$ cat config.mk
export PLATFORM = sky130hd
export DESIGN_NAME = shell_command_tokenizer_core_flat
export DESIGN_NICKNAME = d
export VERILOG_FILES = /design/src/stt_pkg.sv /design/src/stt_if.sv /design/src/stt_front.sv /design/src/stt_queue.sv /design/src/stt_back.sv /design/src/shell_command_tokenizer_core.sv /design/src/flat_wrapper.sv
export SDC_FILE = /design/constraint.sdc
export NUM_CORES = 1
export LEC_CHECK = 0
export BUFFER_PORTS_ARGS = -buffer_cell sky130_fd_sc_hd__clkbuf_2
export CAP_MARGIN = 20
export CORE_MARGIN = 3
export CORE_UTILIZATION = 30
export DETAILED_ROUTE_END_ITERATION = 7
export GPL_TIMING_DRIVEN = 0
export PLACE_DENSITY = 0.51
export SKIP_CTS_REPAIR_TIMING = 1
export SKIP_LAST_GASP = 1
export SYNTH_ARGS = -nofsm -noshare
export SYNTH_HDL_FRONTEND = slang
export SYNTH_SLANG_ARGS = --single-unit
$ cat constraint.sdc
create_clock -name clk -period 10.2 [get_ports clk]
set_input_delay 2.55 -clock clk [delete_from_list [all_inputs] [get_ports clk]]
set_output_delay 2.55 -clock clk [all_outputs]
set_load 0.02 [all_outputs]
$ cat src/stt_pkg.sv
`timescale 1ns / 1ps
// Shared types, codes and character classes of the shell command tokenizer.
package stt_pkg;

  // Result codes
  localparam logic [2:0] EV_BEGIN = 3'd0;
  localparam logic [2:0] EV_CHAR  = 3'd1;
  localparam logic [2:0] EV_END   = 3'd2;
  localparam logic [2:0] EV_CMD   = 3'd3;
  localparam logic [2:0] EV_ERR   = 3'd4;

  localparam logic [1:0] K_WORD = 2'd0;
  localparam logic [1:0] K_NUM  = 2'd1;
  localparam logic [1:0] K_STR  = 2'd2;
  localparam logic [1:0] K_SYM  = 2'd3;

  localparam logic [2:0] ERR_BAD_CHAR   = 3'd0;
  localparam logic [2:0] ERR_INCOMPLETE = 3'd1;
  localparam logic [2:0] ERR_UNSUPP     = 3'd2;
  localparam logic [2:0] ERR_UNCLOSED   = 3'd3;
  localparam logic [2:0] ERR_EMPTY      = 3'd4;

  // Characters with a meaning of their own
  localparam logic [7:0] CH_MARK0  = 8'hEF;
  localparam logic [7:0] CH_MARK1  = 8'hBB;
  localparam logic [7:0] CH_MARK2  = 8'hBF;
  localparam logic [7:0] CH_MINUS  = 8'h2D;
  localparam logic [7:0] CH_BSLASH = 8'h5C;
  localparam logic [7:0] CH_SQUOTE = 8'h27;
  localparam logic [7:0] CH_DQUOTE = 8'h22;
  localparam logic [7:0] CH_LOW_N  = 8'h6E;
  localparam logic [7:0] CH_LOW_R  = 8'h72;
  localparam logic [7:0] CH_LOW_T  = 8'h74;
  localparam logic [7:0] CH_LF     = 8'h0A;
  localparam logic [7:0] CH_CR     = 8'h0D;
  localparam logic [7:0] CH_TAB    = 8'h09;
  localparam logic [7:0] CH_ZERO   = 8'h00;

  // At most five results follow from one byte.
  localparam int MAX_RES = 5;
  localparam int STT_QUEUE_DEPTH = 4;

  typedef enum logic [9:0] {
    M_MARK0 = 10'b00_0000_0001,
    M_MARK1 = 10'b00_0000_0010,
    M_MARK2 = 10'b00_0000_0100,
    M_IDLE  = 10'b00_0000_1000,
    M_WORD  = 10'b00_0001_0000,
    M_NUM   = 10'b00_0010_0000,
    M_MINUS = 10'b00_0100_0000,
    M_STR   = 10'b00_1000_0000,
    M_ESC   = 10'b01_0000_0000,
    M_DROP  = 10'b10_0000_0000
  } scan_mode_t;

  typedef struct packed {
    logic [2:0] ev;
    logic [1:0] kind;
    logic [7:0] ch;
    logic [2:0] err;
  } res_t;

  typedef struct packed {
    logic [2:0]               count;
    res_t [MAX_RES-1:0]       res;
  } bundle_t;

  function automatic res_t mk_res(input logic [2:0] ev, input logic [1:0] kind,
                                  input logic [7:0] ch, input logic [2:0] err);
    res_t r;
    r.ev   = ev;
    r.kind = kind;
    r.ch   = ch;
    r.err  = err;
    return r;
  endfunction

  function automatic logic is_digit(input logic [7:0] c);
    return c inside {[8'h30:8'h39]};
  endfunction

  function automatic logic is_space(input logic [7:0] c);
    return c inside {8'h20, [8'h09:8'h0D]};
  endfunction

  function automatic logic word_start(input logic [7:0] c);
    return c inside {[8'h41:8'h5A], [8'h61:8'h7A], 8'h5F, 8'h24};
  endfunction

  function automatic logic word_cont(input logic [7:0] c);
    return word_start(c) || is_digit(c);
  endfunction

  function automatic logic is_symbol(input logic [7:0] c);
    return c inside {8'h2E, 8'h28, 8'h29, 8'h7B, 8'h7D, 8'h5B, 8'h5D, 8'h2C, 8'h3A, 8'h3B};
  endfunction

endpackage

$ cat src/stt_if.sv
`timescale 1ns / 1ps
// Channel interfaces for command bytes in and token events out.
interface stt_in_if;
  logic       valid;
  logic       ready;
  logic [7:0] char_byte;
  logic       end_of_command;

  modport source (output valid, output char_byte, output end_of_command, input ready);
  modport sink   (input valid, input char_byte, input end_of_command, output ready);
endinterface

interface stt_out_if;
  logic       valid;
  logic       ready;
  logic [2:0] event_res;
  logic [1:0] token_kind;
  logic [7:0] token_char;
  logic [2:0] error_code;
  logic       last_of_run;

  modport source (output valid, output event_res, output token_kind, output token_char,
                  output error_code, output last_of_run, input ready);
  modport sink   (input valid, input event_res, input token_kind, input token_char,
                  input error_code, input last_of_run, output ready);
endinterface

$ cat src/stt_front.sv
`timescale 1ns / 1ps
// Front end: scanner state machine that turns one byte into a bundle of results.
module stt_front
  import stt_pkg::*;
(
  input  logic     clk,
  input  logic     rst_n,
  stt_in_if.sink   in_chan,
  output logic     push_valid,
  output bundle_t  push_data,
  input  logic     queue_full
);

  scan_mode_t mode_r, mode_nxt;
  logic       dq_r, dq_nxt;
  logic       seen_r, seen_nxt;

  logic       in_fire;
  logic [7:0] c;
  logic       last;
  logic [2:0] n;
  logic       do_idle;
  logic [7:0] quote;
  logic [7:0] esc_ch;
  logic       esc_ok;
  bundle_t    bundle;

  assign in_chan.ready = !queue_full;
  assign in_fire       = in_chan.valid && in_chan.ready;
  assign c             = in_chan.char_byte;
  assign last          = in_chan.end_of_command;
  assign quote         = dq_r ? CH_DQUOTE : CH_SQUOTE;

  always_comb begin
    esc_ok = 1'b1;
    case (c)
      CH_LOW_N:  esc_ch = CH_LF;
      CH_LOW_R:  esc_ch = CH_CR;
      CH_LOW_T:  esc_ch = CH_TAB;
      CH_BSLASH: esc_ch = CH_BSLASH;
      CH_SQUOTE: esc_ch = CH_SQUOTE;
      CH_DQUOTE: esc_ch = CH_DQUOTE;
      default: begin
        esc_ch = CH_ZERO;
        esc_ok = 1'b0;
      end
    endcase
  end

  always_comb begin
    mode_nxt = mode_r;
    dq_nxt   = dq_r;
    seen_nxt = seen_r;
    bundle   = '0;
    n        = 3'd0;
    do_idle  = 1'b0;

    case (mode_r)
      M_MARK0: begin
        if (c == CH_MARK0) mode_nxt = M_MARK1;
        else do_idle = 1'b1;
      end
      M_MARK1: begin
        if (c == CH_MARK1) begin
          mode_nxt = M_MARK2;
        end else begin
          bundle.res[n] = mk_res(EV_ERR, K_WORD, CH_ZERO, ERR_BAD_CHAR); n = n + 3'd1;
          mode_nxt = M_DROP;
        end
      end
      M_MARK2: begin
        if (c == CH_MARK2) begin
          mode_nxt = M_IDLE;
        end else begin
          bundle.res[n] = mk_res(EV_ERR, K_WORD, CH_ZERO, ERR_BAD_CHAR); n = n + 3'd1;
          mode_nxt = M_DROP;
        end
      end
      M_IDLE: do_idle = 1'b1;
      M_WORD: begin
        if (word_cont(c)) begin
          bundle.res[n] = mk_res(EV_CHAR, K_WORD, c, ERR_BAD_CHAR); n = n + 3'd1;
        end else begin
          bundle.res[n] = mk_res(EV_END, K_WORD, CH_ZERO, ERR_BAD_CHAR); n = n + 3'd1;
          do_idle = 1'b1;
        end
      end
      M_NUM: begin
        if (is_digit(c)) begin
          bundle.res[n] = mk_res(EV_CHAR, K_NUM, c, ERR_BAD_CHAR); n = n + 3'd1;
        end else begin
          bundle.res[n] = mk_res(EV_END, K_NUM, CH_ZERO, ERR_BAD_CHAR); n = n + 3'd1;
          do_idle = 1'b1;
        end
      end
      M_MINUS: begin
        if (is_digit(c)) begin
          seen_nxt = 1'b1;
          bundle.res[n] = mk_res(EV_BEGIN, K_NUM, CH_ZERO, ERR_BAD_CHAR); n = n + 3'd1;
          bundle.res[n] = mk_res(EV_CHAR, K_NUM, CH_MINUS, ERR_BAD_CHAR); n = n + 3'd1;
          bundle.res[n] = mk_res(EV_CHAR, K_NUM, c, ERR_BAD_CHAR); n = n + 3'd1;
          mode_nxt = M_NUM;
        end else begin
          bundle.res[n] = mk_res(EV_ERR, K_WORD, CH_ZERO, ERR_BAD_CHAR); n = n + 3'd1;
          mode_nxt = M_DROP;
        end
      end
      M_STR: begin
        if (c == quote) begin
          bundle.res[n] = mk_res(EV_END, K_STR, CH_ZERO, ERR_BAD_CHAR); n = n + 3'd1;
          mode_nxt = M_IDLE;
        end else if (c == CH_BSLASH) begin
          mode_nxt = M_ESC;
        end else begin
          bundle.res[n] = mk_res(EV_CHAR, K_STR, c, ERR_BAD_CHAR); n = n + 3'd1;
        end
      end
      M_ESC: begin
        if (esc_ok) begin
          bundle.res[n] = mk_res(EV_CHAR, K_STR, esc_ch, ERR_BAD_CHAR); n = n + 3'd1;
          mode_nxt = M_STR;
        end else begin
          bundle.res[n] = mk_res(EV_ERR, K_WORD, CH_ZERO, ERR_UNSUPP); n = n + 3'd1;
          mode_nxt = M_DROP;
        end
      end
      default: mode_nxt = M_DROP;
    endcase

    // Byte seen between tokens
    if (do_idle) begin
      mode_nxt = M_IDLE;
      if (is_space(c)) begin
        mode_nxt = M_IDLE;
      end else if (word_start(c)) begin
        seen_nxt = 1'b1;
        bundle.res[n] = mk_res(EV_BEGIN, K_WORD, CH_ZERO, ERR_BAD_CHAR); n = n + 3'd1;
        bundle.res[n] = mk_res(EV_CHAR, K_WORD, c, ERR_BAD_CHAR); n = n + 3'd1;
        mode_nxt = M_WORD;
      end else if (is_digit(c)) begin
        seen_nxt = 1'b1;
        bundle.res[n] = mk_res(EV_BEGIN, K_NUM, CH_ZERO, ERR_BAD_CHAR); n = n + 3'd1;
        bundle.res[n] = mk_res(EV_CHAR, K_NUM, c, ERR_BAD_CHAR); n = n + 3'd1;
        mode_nxt = M_NUM;
      end else if (c == CH_MINUS) begin
        mode_nxt = M_MINUS;
      end else if (c == CH_SQUOTE || c == CH_DQUOTE) begin
        seen_nxt = 1'b1;
        dq_nxt   = (c == CH_DQUOTE);
        bundle.res[n] = mk_res(EV_BEGIN, K_STR, CH_ZERO, ERR_BAD_CHAR); n = n + 3'd1;
        mode_nxt = M_STR;
      end else if (is_symbol(c)) begin
        seen_nxt = 1'b1;
        bundle.res[n] = mk_res(EV_BEGIN, K_SYM, CH_ZERO, ERR_BAD_CHAR); n = n + 3'd1;
        bundle.res[n] = mk_res(EV_CHAR, K_SYM, c, ERR_BAD_CHAR); n = n + 3'd1;
        bundle.res[n] = mk_res(EV_END, K_SYM, CH_ZERO, ERR_BAD_CHAR); n = n + 3'd1;
      end else begin
        bundle.res[n] = mk_res(EV_ERR, K_WORD, CH_ZERO, ERR_BAD_CHAR); n = n + 3'd1;
        mode_nxt = M_DROP;
      end
    end

    // Close the command on its final byte
    if (last) begin
      if (mode_nxt != M_DROP) begin
        case (mode_nxt)
          M_WORD: begin
            bundle.res[n] = mk_res(EV_END, K_WORD, CH_ZERO, ERR_BAD_CHAR); n = n + 3'd1;
            mode_nxt = M_IDLE;
          end
          M_NUM: begin
            bundle.res[n] = mk_res(EV_END, K_NUM, CH_ZERO, ERR_BAD_CHAR); n = n + 3'd1;
            mode_nxt = M_IDLE;
          end
          M_STR: begin
            bundle.res[n] = mk_res(EV_ERR, K_WORD, CH_ZERO, ERR_UNCLOSED); n = n + 3'd1;
            mode_nxt = M_DROP;
          end
          M_ESC: begin
            bundle.res[n] = mk_res(EV_ERR, K_WORD, CH_ZERO, ERR_INCOMPLETE); n = n + 3'd1;
            mode_nxt = M_DROP;
          end
          M_IDLE: mode_nxt = M_IDLE;
          default: begin
            bundle.res[n] = mk_res(EV_ERR, K_WORD, CH_ZERO, ERR_BAD_CHAR); n = n + 3'd1;
            mode_nxt = M_DROP;
          end
        endcase
        if (mode_nxt == M_IDLE) begin
          if (seen_nxt) begin
            bundle.res[n] = mk_res(EV_CMD, K_WORD, CH_ZERO, ERR_BAD_CHAR); n = n + 3'd1;
          end else begin
            bundle.res[n] = mk_res(EV_ERR, K_WORD, CH_ZERO, ERR_EMPTY); n = n + 3'd1;
          end
        end
      end
      mode_nxt = M_MARK0;
      dq_nxt   = 1'b0;
      seen_nxt = 1'b0;
    end

    bundle.count = n;
  end

  assign push_valid = in_fire && (n != 3'd0);
  assign push_data  = bundle;

  always_ff @(posedge clk) begin
    if (!rst_n) begin
      mode_r <= M_MARK0;
      dq_r   <= 1'b0;
      seen_r <= 1'b0;
    end else if (in_fire) begin
      mode_r <= mode_nxt;
      dq_r   <= dq_nxt;
      seen_r <= seen_nxt;
    end
  end

  a_last_rearms: assert property (@(posedge clk) disable iff (!rst_n)
    in_fire && last |=> mode_r == M_MARK0 && !seen_r && !dq_r)
    else $error("final byte did not rearm the scanner");

  a_drop_silent: assert property (@(posedge clk) disable iff (!rst_n)
    in_fire && mode_r == M_DROP |-> !push_valid)
    else $error("results produced while dropping after an error");

  a_count_range: assert property (@(posedge clk) disable iff (!rst_n)
    push_valid |-> push_data.count <= 3'(MAX_RES))
    else $error("bundle holds more results than one byte can cause");

endmodule

$ cat src/stt_queue.sv
`timescale 1ns / 1ps
// Small bundle queue between the scanner and the result sequencer.
module stt_queue
  import stt_pkg::*;
#(
  parameter int DEPTH = STT_QUEUE_DEPTH
) (
  input  logic    clk,
  input  logic    rst_n,
  input  logic    push,
  input  bundle_t push_data,
  output logic    full,
  input  logic    pop,
  output logic    head_valid,
  output bundle_t head
);

  localparam int PTR_W = (DEPTH > 1) ? $clog2(DEPTH) : 1;
  localparam int CNT_W = $clog2(DEPTH + 1);

  bundle_t            mem [DEPTH];
  logic [PTR_W-1:0]   wr_ptr_r, wr_ptr_nxt;
  logic [PTR_W-1:0]   rd_ptr_r, rd_ptr_nxt;
  logic [CNT_W-1:0]   cnt_r, cnt_nxt;
  logic               do_push, do_pop;

  assign full       = (cnt_r == CNT_W'(DEPTH));
  assign head_valid = (cnt_r != '0);
  assign head       = mem[rd_ptr_r];
  assign do_push    = push && !full;
  assign do_pop     = pop && head_valid;

  always_comb begin
    wr_ptr_nxt = wr_ptr_r;
    rd_ptr_nxt = rd_ptr_r;
    cnt_nxt    = cnt_r;
    if (do_push) begin
      wr_ptr_nxt = (wr_ptr_r == PTR_W'(DEPTH - 1)) ? '0 : wr_ptr_r + PTR_W'(1);
    end
    if (do_pop) begin
      rd_ptr_nxt = (rd_ptr_r == PTR_W'(DEPTH - 1)) ? '0 : rd_ptr_r + PTR_W'(1);
    end
    if (do_push && !do_pop) cnt_nxt = cnt_r + CNT_W'(1);
    else if (do_pop && !do_push) cnt_nxt = cnt_r - CNT_W'(1);
  end

  always_ff @(posedge clk) begin
    if (do_push) mem[wr_ptr_r] <= push_data;
  end

  always_ff @(posedge clk) begin
    if (!rst_n) begin
      wr_ptr_r <= '0;
      rd_ptr_r <= '0;
      cnt_r    <= '0;
    end else begin
      wr_ptr_r <= wr_ptr_nxt;
      rd_ptr_r <= rd_ptr_nxt;
      cnt_r    <= cnt_nxt;
    end
  end

endmodule

$ cat src/stt_back.sv
`timescale 1ns / 1ps
// Back end: walks the head bundle to an output register, a result a cycle unless stalled.
module stt_back
  import stt_pkg::*;
(
  input  logic     clk,
  input  logic     rst_n,
  input  logic     q_valid,
  input  bundle_t  q_head,
  output logic     q_pop,
  stt_out_if.source out_chan
);

  logic       out_valid_r;
  res_t       out_res_r;
  logic       out_last_r;
  logic [2:0] idx_r, idx_nxt;
  logic       load;
  logic       at_end;

  assign load    = !out_valid_r || out_chan.ready;
  assign at_end  = (idx_r == q_head.count - 3'd1);
  assign q_pop   = load && q_valid && at_end;
  assign idx_nxt = at_end ? 3'd0 : idx_r + 3'd1;

  always_ff @(posedge clk) begin
    if (!rst_n) begin
      out_valid_r <= 1'b0;
      idx_r       <= 3'd0;
    end else if (load) begin
      out_valid_r <= q_valid;
      if (q_valid) idx_r <= idx_nxt;
    end
  end

  always_ff @(posedge clk) begin
    if (load && q_valid) begin
      out_res_r  <= q_head.res[idx_r];
      out_last_r <= at_end;
    end
  end

  assign out_chan.valid       = out_valid_r;
  assign out_chan.event_res   = out_res_r.ev;
  assign out_chan.token_kind  = out_res_r.kind;
  assign out_chan.token_char  = out_res_r.ch;
  assign out_chan.error_code  = out_res_r.err;
  assign out_chan.last_of_run = out_last_r;

  a_bundle_held: assert property (@(posedge clk) disable iff (!rst_n)
    idx_r != 3'd0 |-> q_valid)
    else $error("bundle left the queue before all its results were sent");

  a_idx_range: assert property (@(posedge clk) disable iff (!rst_n)
    q_valid |-> idx_r < q_head.count)
    else $error("result index ran past the bundle size");

  a_pop_marks_last: assert property (@(posedge clk) disable iff (!rst_n)
    q_pop |=> out_valid_r && out_last_r)
    else $error("bundle retired without flagging its final result");

endmodule

$ cat src/shell_command_tokenizer_core.sv
`timescale 1ns / 1ps
// Top level of the shell command tokenizer: scanner, bundle queue and result sequencer.
// Path: the results of a byte are written into the bundle queue, then into the output register.
// Throughput: one byte a cycle while the queue has room; results leave one a cycle while the
// sink is ready, and the output sequencer spells out all results of a byte (at most five).
// Reset: synchronous, active low; the scanner rearms to the start of a command and the queue
// and output register empty.
module shell_command_tokenizer_core
  import stt_pkg::*;
#(
  parameter int QUEUE_DEPTH = STT_QUEUE_DEPTH
) (
  input  logic      clk,
  input  logic      rst_n,
  stt_in_if.sink    in_chan,
  stt_out_if.source out_chan
);

  // The front end classifies each byte and resolves all of its results in the
  // cycle of its transaction, packing them into a bundle with a count. Bytes
  // that cause nothing (spaces, the mark, bytes dropped after an error) leave
  // no trace in the queue.
  logic    push_valid;
  bundle_t push_data;
  logic    queue_full;

  // The queue decouples the two halves: the scanner keeps taking bytes while
  // the back end is still spelling out a long bundle or the sink stalls.
  logic    q_valid;
  logic    q_pop;
  bundle_t q_head;

  stt_front u_front (
    .clk        (clk),
    .rst_n      (rst_n),
    .in_chan    (in_chan),
    .push_valid (push_valid),
    .push_data  (push_data),
    .queue_full (queue_full)
  );

  stt_queue #(
    .DEPTH (QUEUE_DEPTH)
  ) u_queue (
    .clk        (clk),
    .rst_n      (rst_n),
    .push       (push_valid),
    .push_data  (push_data),
    .full       (queue_full),
    .pop        (q_pop),
    .head_valid (q_valid),
    .head       (q_head)
  );

  // The back end reads the head bundle one result at a time into its output
  // register and retires the bundle with its final result, which carries the
  // last_of_run flag.
  stt_back u_back (
    .clk      (clk),
    .rst_n    (rst_n),
    .q_valid  (q_valid),
    .q_head   (q_head),
    .q_pop    (q_pop),
    .out_chan (out_chan)
  );

endmodule

$ cat src/flat_wrapper.sv
// flat-port wrapper written by rule: the top's interface ports become plain ports
module shell_command_tokenizer_core_flat import stt_pkg::*;
#(
  parameter int QUEUE_DEPTH = STT_QUEUE_DEPTH
)
  (clk, rst_n, in_chan_valid, in_chan_char_byte, in_chan_end_of_command, in_chan_ready, out_chan_valid, out_chan_event_res, out_chan_token_kind, out_chan_token_char, out_chan_error_code, out_chan_last_of_run, out_chan_ready);
  stt_in_if in_chan_i ();
  stt_out_if out_chan_i ();
  input  logic clk;
  input  logic rst_n;
  input wire logic [$bits(in_chan_i.valid)-1:0] in_chan_valid;
  input wire logic [$bits(in_chan_i.char_byte)-1:0] in_chan_char_byte;
  input wire logic [$bits(in_chan_i.end_of_command)-1:0] in_chan_end_of_command;
  output wire logic [$bits(in_chan_i.ready)-1:0] in_chan_ready;
  output wire logic [$bits(out_chan_i.valid)-1:0] out_chan_valid;
  output wire logic [$bits(out_chan_i.event_res)-1:0] out_chan_event_res;
  output wire logic [$bits(out_chan_i.token_kind)-1:0] out_chan_token_kind;
  output wire logic [$bits(out_chan_i.token_char)-1:0] out_chan_token_char;
  output wire logic [$bits(out_chan_i.error_code)-1:0] out_chan_error_code;
  output wire logic [$bits(out_chan_i.last_of_run)-1:0] out_chan_last_of_run;
  input wire logic [$bits(out_chan_i.ready)-1:0] out_chan_ready;
  assign in_chan_i.valid = in_chan_valid;
  assign in_chan_i.char_byte = in_chan_char_byte;
  assign in_chan_i.end_of_command = in_chan_end_of_command;
  assign in_chan_ready = in_chan_i.ready;
  assign out_chan_valid = out_chan_i.valid;
  assign out_chan_event_res = out_chan_i.event_res;
  assign out_chan_token_kind = out_chan_i.token_kind;
  assign out_chan_token_char = out_chan_i.token_char;
  assign out_chan_error_code = out_chan_i.error_code;
  assign out_chan_last_of_run = out_chan_i.last_of_run;
  assign out_chan_i.ready = out_chan_ready;
  shell_command_tokenizer_core #(.QUEUE_DEPTH(QUEUE_DEPTH)) u_core (.clk(clk), .rst_n(rst_n), .in_chan(in_chan_i), .out_chan(out_chan_i));
endmodule
# Word level (Yosys, flattened, before mapping)
# Memories as Yosys holds them, arrays and structs flattened. A register that Yosys moved wholly into a read port is not among the register bits.
# Cells that the tools add are included.
[word_totals] ff_bits=40 latchBits=0 mem_count=1 mem_bits_ro=0 ram_bits=332
[classes] n_reduce_logical=38 n_mul=0 add_sub_neg=11 muxes=111 shift=0 eq_ne=48 order_cmp=19 n_bitwise=38 n_div=0
[memory_table] name="u_core.u_queue.mem" depth=4 width=83 read_ports=1 rd_ports_with_merged_regs=1 write_ports=1 line_no="stt_queue.sv:21" text="bundle_t mem [DEPTH];"
[op_table] op="$mux W80" count=13
[op_table] op="$pmux W80 S5" count=1
[op_table] op="$not A75 Y75" count=5
[op_table] op="$not A70 Y70" count=5
[op_table] op="$and A70 B70 Y70" count=4
[op_table] op="$bwmux W80" count=3
[op_table] op="$demux W16 S3" count=5
[op_table] op="$and A45 B75 Y75" count=3
[op_table] op="$mux W10" count=18
[op_table] op="$mux W16" count=10
[op_table] op="$and A75 B75 Y75" count=2
[op_table] op="$and A65 B65 Y65" count=2
[op_table] op="$not A65 Y65" count=2
[op_table] op="$pmux W16 S7" count=1
[op_table] op="$eq A8 B6 Y1 const B" count=11
[op_table] op="$and A48 B80 Y80" count=1
[op_table] op="$not A80 Y80" count=1
[op_table] op="$eq A8 B7 Y1 const B" count=9
[op_table] op="$and A42 B70 Y70" count=1
[op_table] op="$pmux W10 S7" count=1
[op_table] op="$mux W3" count=17
[op_table] op="$bmux W16 S3" count=1
[op_table] op="$mux W15" count=3
[op_table] op="$pmux W7 S6" count=1
[op_table] op="other kinds (50)" count=145

# Logic depth before layout (Yosys ltp)
# Gate-level depths: netlist (run 1).
[logic_depth] depth_word=29 mapped_depth=28 depth_no_buf=26

# Cells and area by module
# A second synthesis (run 1) with hierarchy kept.
[unflattened] hier_cells=1132 area_unflattened_um2=17440.5
[modules_own_cells] mod="stt_queue" cells_each=484 instances=1 area_per_inst_um2=12454.4
[modules_own_cells] mod="stt_front" cells_each=529 instances=1 area_per_inst_um2=3528.4
[modules_own_cells] mod="stt_back" cells_each=119 instances=1 area_per_inst_um2=1457.6

# Least setup slack after synthesis (run 1)
# OpenSTA, ideal clock, no wires.
[synth_timing] kind="input-to-reg" from="input in_chan_char_byte[5]" to="memory u_core.u_queue.mem[0][0] in the netlist's numbering, enable pin" required_ns=9.749 arrival_time_ns=8.807 setup_slack_ns=0.942 n_path_buf=3 stages=23 cell_sequence="buf_2 clkbuf_1 nand4b_1 o31ai_1 a21oi_1 or3_1 clkbuf_1 inv_1 ha_1 xnor2_1 o21ai_0 a21oi_2 inv_1 ha_1 a21oi_1 a21oi_1 ha_1 inv_1 o221ai_1 a31oi_2 xor2_1 o311a_1 and2_1"
[synth_lines] item="start, declared" line_no="flat_wrapper.sv:12" text="input wire logic [$bits(in_chan_i.char_byte)-1:0] in_chan_char_byte;"
[synth_lines] item="end, declared" line_no="stt_queue.sv:21"

==> flow_metrics.tcl, run 1 <==
set metrics [dict create \
    fin_util_pct 35.7 \
    area_growth_pct 16.4 \
    status "finished, final reports clean" \
    setup-tns-final_ns 0 \
    synthSimpleGateAreaFrac_pct 9.19 \
    p_comb_share_pct 27.8 \
    syn_area_mm2 0.0171 \
    drtIter0Drc 752 \
    netlist_instances 1105 \
    gp_congestion 0.908 \
    drive_gt1_share_pct 21.8 \
    min_period_ns 9.21 \
    min-delay-start "u_core.u_front.dq_r" \
    synth_top_family_by_area "multiplexers" \
    layout.cells.non_filler 1998 \
    grt_pass1_wl_um 69100 \
    synth-seq-cells 374 \
    nFillCells 5434 \
    htree_num_levels 2 \
    cts_buffer_depth 3 \
    wire_per_inst_um 22.9 \
    netSwitchingFraction_pct 30.2 \
    vias 10200 \
    yosysTopAreaCellShare_pct 61.3 \
    diodes 0 \
    rows 86 \
    regArea_mm2 0.0110 \
    synth_compound_area_share_pct 7.47 \
    cts_inserted_buffers 43 \
    yosysSeqAreaShare_pct 64.2 \
    cp_max_fo 10 \
    design.portCount 32 \
    start_util_pct 30.7 \
    cp.required_ns 10.69 \
    grt_max_degree 47 \
    die_w_um 245 \
    synth_area_leaders "edfxtp_1 61%, mux4_2 13%, dfxtp_1 2.9%" \
    slew_viol_final 0 \
    worst-setup-path-type "primary input to flop" \
    synth_ff_type "edfxtp_1" \
    wl_um 45900 \
    multi_input_area_mm2 0.00571 \
    p_per_area_mw_per_mm2 246 \
    final_cell_mix "349 x edfxtp_1, 99 x mux4_2, 68 x nor2_1" \
    fp.dieH_um 245 \
    irDropWorstVdd_v 0.000121 \
    crit_path_end_kind "flop" \
    drc_errors 0 \
    r2r_start "u_core.u_front.mode_r[0]" \
    holdCritPathClass "flop to flop" \
    nNetsFinal 1248 \
    cts-root-buf "clkbuf_16" \
    arrival_ns 9.70 \
    synth_xor_area_share_pct 1.16 \
    power.internal_mw 3.42 \
    avgSynthCellArea_um2 15.5 \
    synthMuxAreaShare_pct 13.5 \
    clk_pin_slew_ns 0.06 \
    antenna_found_initial 0 \
    setup_viol 0 \
    cts.sinks 374 \
    gr-total-overflow 0 \
    pwr-share-seq_pct 42.0 \
    cap_violations 0 \
    design_power_total_mw 4.90 \
    power_leakage_nw 6.55 \
    startpoint "in_chan_char_byte[6]" \
    dpl_worst_slack_ns 0.471 \
    core-area_mm2 0.0557 \
    synth_fa_ha_area_share_pct 1.43 \
    synth_edf_count 349 \
    final_common_cell "edfxtp_1" \
    setup_slack_ns 0.986 \
    vias_per_cell 5.13 \
    port_buffers 28 \
    period_share_pct 90.3 \
    synth_cell_types 91 \
    p_sw_mw 1.48 \
    tightest_slew_ns 1.14 \
    start_kind "primary input" \
    place_area_mm2 0.0185 \
    grt_use_total_pct 15.5 \
    grt_pass1_vias 10400 \
    yosysWarningCount 0 \
    clockPowerShare_pct 30.2 \
    max_slew_margin_pct 24.0 \
    clock_latency_ns 0.57 \
    worst_hold_slack_ns 0.498 \
    cts_tree "done" \
    synth_top_cell_by_area "edfxtp_1" \
    fmax_mhz 109 \
    fin_area_mm2 0.0199 \
    die_area_mm2 0.0599 \
    hpwl_um 31700 \
    finalHoldViolCount 0 \
    fin_worst_skew_ns 0.0135 \
    rsz0062_at_grt "false" \
    place_inst 1916 \
    drtPass1Iterations 5 \
    drt.antenna.violating_nets 0 \
    async_reset_ff_share_pct 0 \
]
[metal layers]
layer	up-vias	routed length [µm]	track usage [%]
li1	4565	-	-
met1	5327	21300	22.3
met2	286	21000	24.0
met3	66	2150	2.27
met4	0	1350	5.24
met5	-	0	0
[cells in the mapped netlist, types with 5 or more instances]
cell      number
and2_1        29
clkbuf_1      33
buf_2         12
nand2b_1      11
o211ai_1       5
a211oi_1       5
buf_1         14
inv_1         50
a21o_1         6
o21ai_0       24
buf_6          5
nand2_1       53
a21oi_2        6
xor2_1         9
nor4b_1        8
a22oi_1        5
nand3_1       16
nand4_1        5
o22ai_1       18
mux2i_1        7
ha_1          18
nor2_1        68
nor3_1        31
edfxtp_1     349
mux4_2        99
dfxtp_1       25
a21oi_1       51
a211o_1        5
or3_1         10
xnor2_1       10
[kinds of logic (layout without fill, tap and decap cells)]
group	after synthesis	after routing
xor+xnor	21	21
other cells	1	24
fa+ha+maj	19	19
buf+inv	119	241
mux	107	107
compound gates	182	182
simple gates	282	282
flops	374	374
[worst paths after layout]
| kind | to | slack (ns) | cells after the start |
|---|---|---|---|
| worst min register to register | u_core.u_front.dq_r | 0.50 | 2 |
| worst max register to register | u_core.u_queue.cnt_r[2] | 2.81 | 28 |
| worst min-delay path | u_core.u_front.dq_r | 0.50 | 2 |
| worst max-delay path | u_core.u_queue.cnt_r[2] | 0.99 | 28 |
[flip-flops by register name (all words and copies together), names as in the netlist, 3 cells and up, named ones only]
name                               count
u_core.u_back.idx_r                    3
u_core.u_back.out_chan.error_code      3
u_core.u_back.out_chan.event_res       3
u_core.u_back.out_chan.token_char      8
u_core.u_front.mode_r                 10
u_core.u_queue.cnt_r                   3
u_core.u_queue.mem                   332
[final cells by class]
class | count | area share, %
clock inverter | 18 | 0.805
timing repair buffer | 43 | 2.01
tap | 748 | 4.70
buffer | 66 | 1.55
clock buffer | 61 | 6.05
sequential | 374 | 55.2
inverter | 53 | 1.01
multi-input combinational | 635 | 28.7
[power by group through the flow]
stage	Clock, mW	Combinational, mW	Sequential (mW)
global route	1.58	1.48	2.08
CTS	1.52	1.38	2.06
global placement	0	1.30	2.12
detailed placement	0	1.37	2.09
finish	1.48	1.36	2.06
floorplan	0	0.851	2.14
[critical path, cell delays in order]
cell	delay, ns
clkbuf_2	0.14
clkbuf_1	0.57
nand4b_1	0.27
o21ai_0	0.12
a21oi_1	0.34
or3_1	0.17
clkbuf_1	0.51
inv_1	0.22
ha_1	0.36
xnor2_1	0.16
o21ai_0	0.12
a21oi_2	0.21
inv_1	0.12
ha_1	0.40
a21oi_1	0.31
a21oi_1	0.16
ha_1	0.29
inv_1	0.06
o221ai_1	0.13
a31oi_2	0.37
xor2_1	0.41
o311a_1	0.34
ha_1	0.22
inv_1	0.07
fa_1	0.43
xor2_1	0.17
or3_1	0.31
a21oi_1	0.14
No activity file was read; power rests on OpenSTA's default activity.
==> inputs of run 2 (changes only) <==
--- a/config.mk
+++ b/config.mk
@@ -7,7 +7,7 @@
 export LEC_CHECK = 0
 export BUFFER_PORTS_ARGS = -buffer_cell sky130_fd_sc_hd__clkbuf_2
 export CAP_MARGIN = 20
-export CORE_MARGIN = 3
+export CORE_MARGIN = 2
 export CORE_UTILIZATION = 30
 export DETAILED_ROUTE_END_ITERATION = 7
 export GPL_TIMING_DRIVEN = 0
==> constraint.sdc (replaced) <==
create_clock -name clk -period 10.5 [get_ports clk]
set_input_delay 2.625 -clock clk [delete_from_list [all_inputs] [get_ports clk]]
set_output_delay 2.625 -clock clk [all_outputs]
set_load 0.02 [all_outputs]
==> run 2 against run 1 <==
Net effect:
- worst setup slack improved by 0.15 ns
- register-to-register slack better by 0.37 ns
- sequential power fell by 3%
- clock skew is 0.00078 ns higher
- die area down 1.6%
- worst hold slack hardly changed
- total power is 2.9% lower
- sequential share of layout area barely moved
- highest routed layer unchanged
==> flow_metrics.tcl, run 2 (synthesis gave the netlist of run 1 again) <==
set metrics [dict create \
    status "finished, final reports clean" \
    design.portCount 32 \
    gp_congestion 0.929 \
    die_w_um 243 \
    core-area_mm2 0.0564 \
    r2r_cells 28 \
    worst_path_max_delay_cell "clkbuf_1" \
    nNetsFinal 1246 \
    die_area_mm2 0.0589 \
    holdCritPathClass "flop to flop" \
    finalHoldViolCount 0 \
    regArea_mm2 0.0110 \
    area_growth_pct 16.4 \
    cts_buffer_depth 3 \
    hold_end "u_core.u_front.dq_r" \
    worst-setup-path-type "primary input to flop" \
    max_slew_margin_pct 24.6 \
    vias 10200 \
    setup_slack_ns 1.14 \
    start_util_pct 30.3 \
    reg2reg_slack_ns 3.18 \
    r2r_start "u_core.u_front.mode_r[0]" \
    setup-tns-final_ns 0 \
    largest_reg_flops 332 \
    cts.sinks 374 \
    gr-total-overflow 0 \
    min_period_ns 9.36 \
    tightest_slew_ns 1.12 \
    place_area_mm2 0.0185 \
    drc_errors 0 \
    grt_pass1_wl_um 67900 \
    r2r-end "u_core.u_queue.cnt_r[2]" \
    cts_tree "done" \
    clock_latency_ns 0.57 \
    wl_um 45700 \
    whs_path_depth 2 \
    min-delay-start "u_core.u_front.dq_r" \
    drive_gt1_share_pct 21.6 \
    rows 87 \
    place_inst 1922 \
    nFillCells 5493 \
    cts_inserted_buffers 42 \
    start_kind "primary input" \
    grt_pass1_vias 10200 \
    drtIter0Drc 806 \
    setup_viol 0 \
    irDropWorstVdd_v 0.000118 \
    fin_area_mm2 0.0199 \
    drt.antenna.violating_nets 0 \
    grt_max_degree 56 \
    slew_viol_final 0 \
    dpl_worst_slack_ns 0.596 \
    regMostFlops "u_core.u_queue.mem" \
    max_stage_delay_ns 0.61 \
    fin_worst_skew_ns 0.0143 \
    clk_pin_slew_ns 0.06 \
    p_per_area_mw_per_mm2 239 \
    hpwl_um 31600 \
    fmax_mhz 107 \
    cap_violations 0 \
    antenna_found_initial 1 \
    cp_max_fo 10 \
    rsz0062_at_grt "false" \
    final_common_cell "edfxtp_1" \
    arrival_ns 9.85 \
    port_buffers 28 \
    crit_path_end_kind "flop" \
    grt_use_total_pct 15.6 \
    final_cell_mix "349 x edfxtp_1, 99 x mux4_2, 68 x nor2_1" \
    period_share_pct 89.2 \
    multi_input_area_mm2 0.00572 \
    power_leakage_nw 6.54 \
    htree_num_levels 2 \
    drtPass1Iterations 5 \
    vias_per_cell 5.08 \
    wire_per_inst_um 22.8 \
    fp.dieH_um 243 \
    cp.required_ns 10.99 \
    cts-root-buf "clkbuf_16" \
    layout.cells.non_filler 2003 \
    fin_util_pct 35.3 \
]
==> run 2: worst max-delay path by stage <==
| stage | slack (ns) | startpoint | endpoint | depth (start not counted) |
|---|---|---|---|---|
| after floorplan | 1.17 | in_chan_char_byte[5] | u_core.u_queue.mem[0][0] | 23 |
| after global placement | -2.29 | in_chan_char_byte[6] | u_core.u_queue.mem[0][67] | 23 |
| after detailed placement | 0.60 | in_chan_char_byte[6] | u_core.u_queue.mem[3][68] | 24 |
| after CTS | 1.16 | in_chan_char_byte[6] | u_core.u_queue.mem[3][67] | 24 |
| after global routing | 0.66 | in_chan_char_byte[6] | u_core.u_queue.cnt_r[2] | 28 |
| final | 1.14 | in_chan_char_byte[6] | u_core.u_queue.cnt_r[2] | 28 |
==> run 2: critical path: cells and delay by family <==
family          cells  cell delay, ns
compound gates     10            2.26
buf+inv             7            1.75
fa+ha+maj           5            1.70
simple gates        3            0.75
xor+xnor            3            0.75
==> run 2: where the power goes <==
| group | internal (mW) | total [mW] | switching, mW | leakage [nW] |
|---|---|---|---|---|
| Clock | 0.851 | 1.44 | 0.588 | 0.650 |
| Combinational | 0.558 | 1.33 | 0.767 | 2.44 |
| Sequential | 1.94 | 1.99 | 0.0580 | 3.44 |
==> run 2: layout make-up <==
class,instances,share of cell area (%)
buffer,66,1.55
clock inverter,21,1.11
multi-input combinational,635,28.7
clock buffer,55,5.63
inverter,53,1.01
tap,756,4.75
timing repair buffer,42,2.03
antenna,1,0.0126
sequential,374,55.2
==> run 2: through the flow <==
step | hold slack (ns) | power, mW
after detailed placement | 0.487 | 3.37
after global routing | 0.515 | 4.99
final | 0.498 | 4.76
after CTS | 0.497 | 4.82
after floorplan | 0.458 | 2.90
after global placement | 0.465 | 3.32
==> run 2: routing by layer <==
layer  wire length (µm)  vias up  global-route usage [%]
met5                  0        -                       0
met4               1400        0                    5.20
met3               2250       81                    3.10
met2              21500      273                    24.8
met1              20500     5270                    21.4
li1                   -     4545                       -
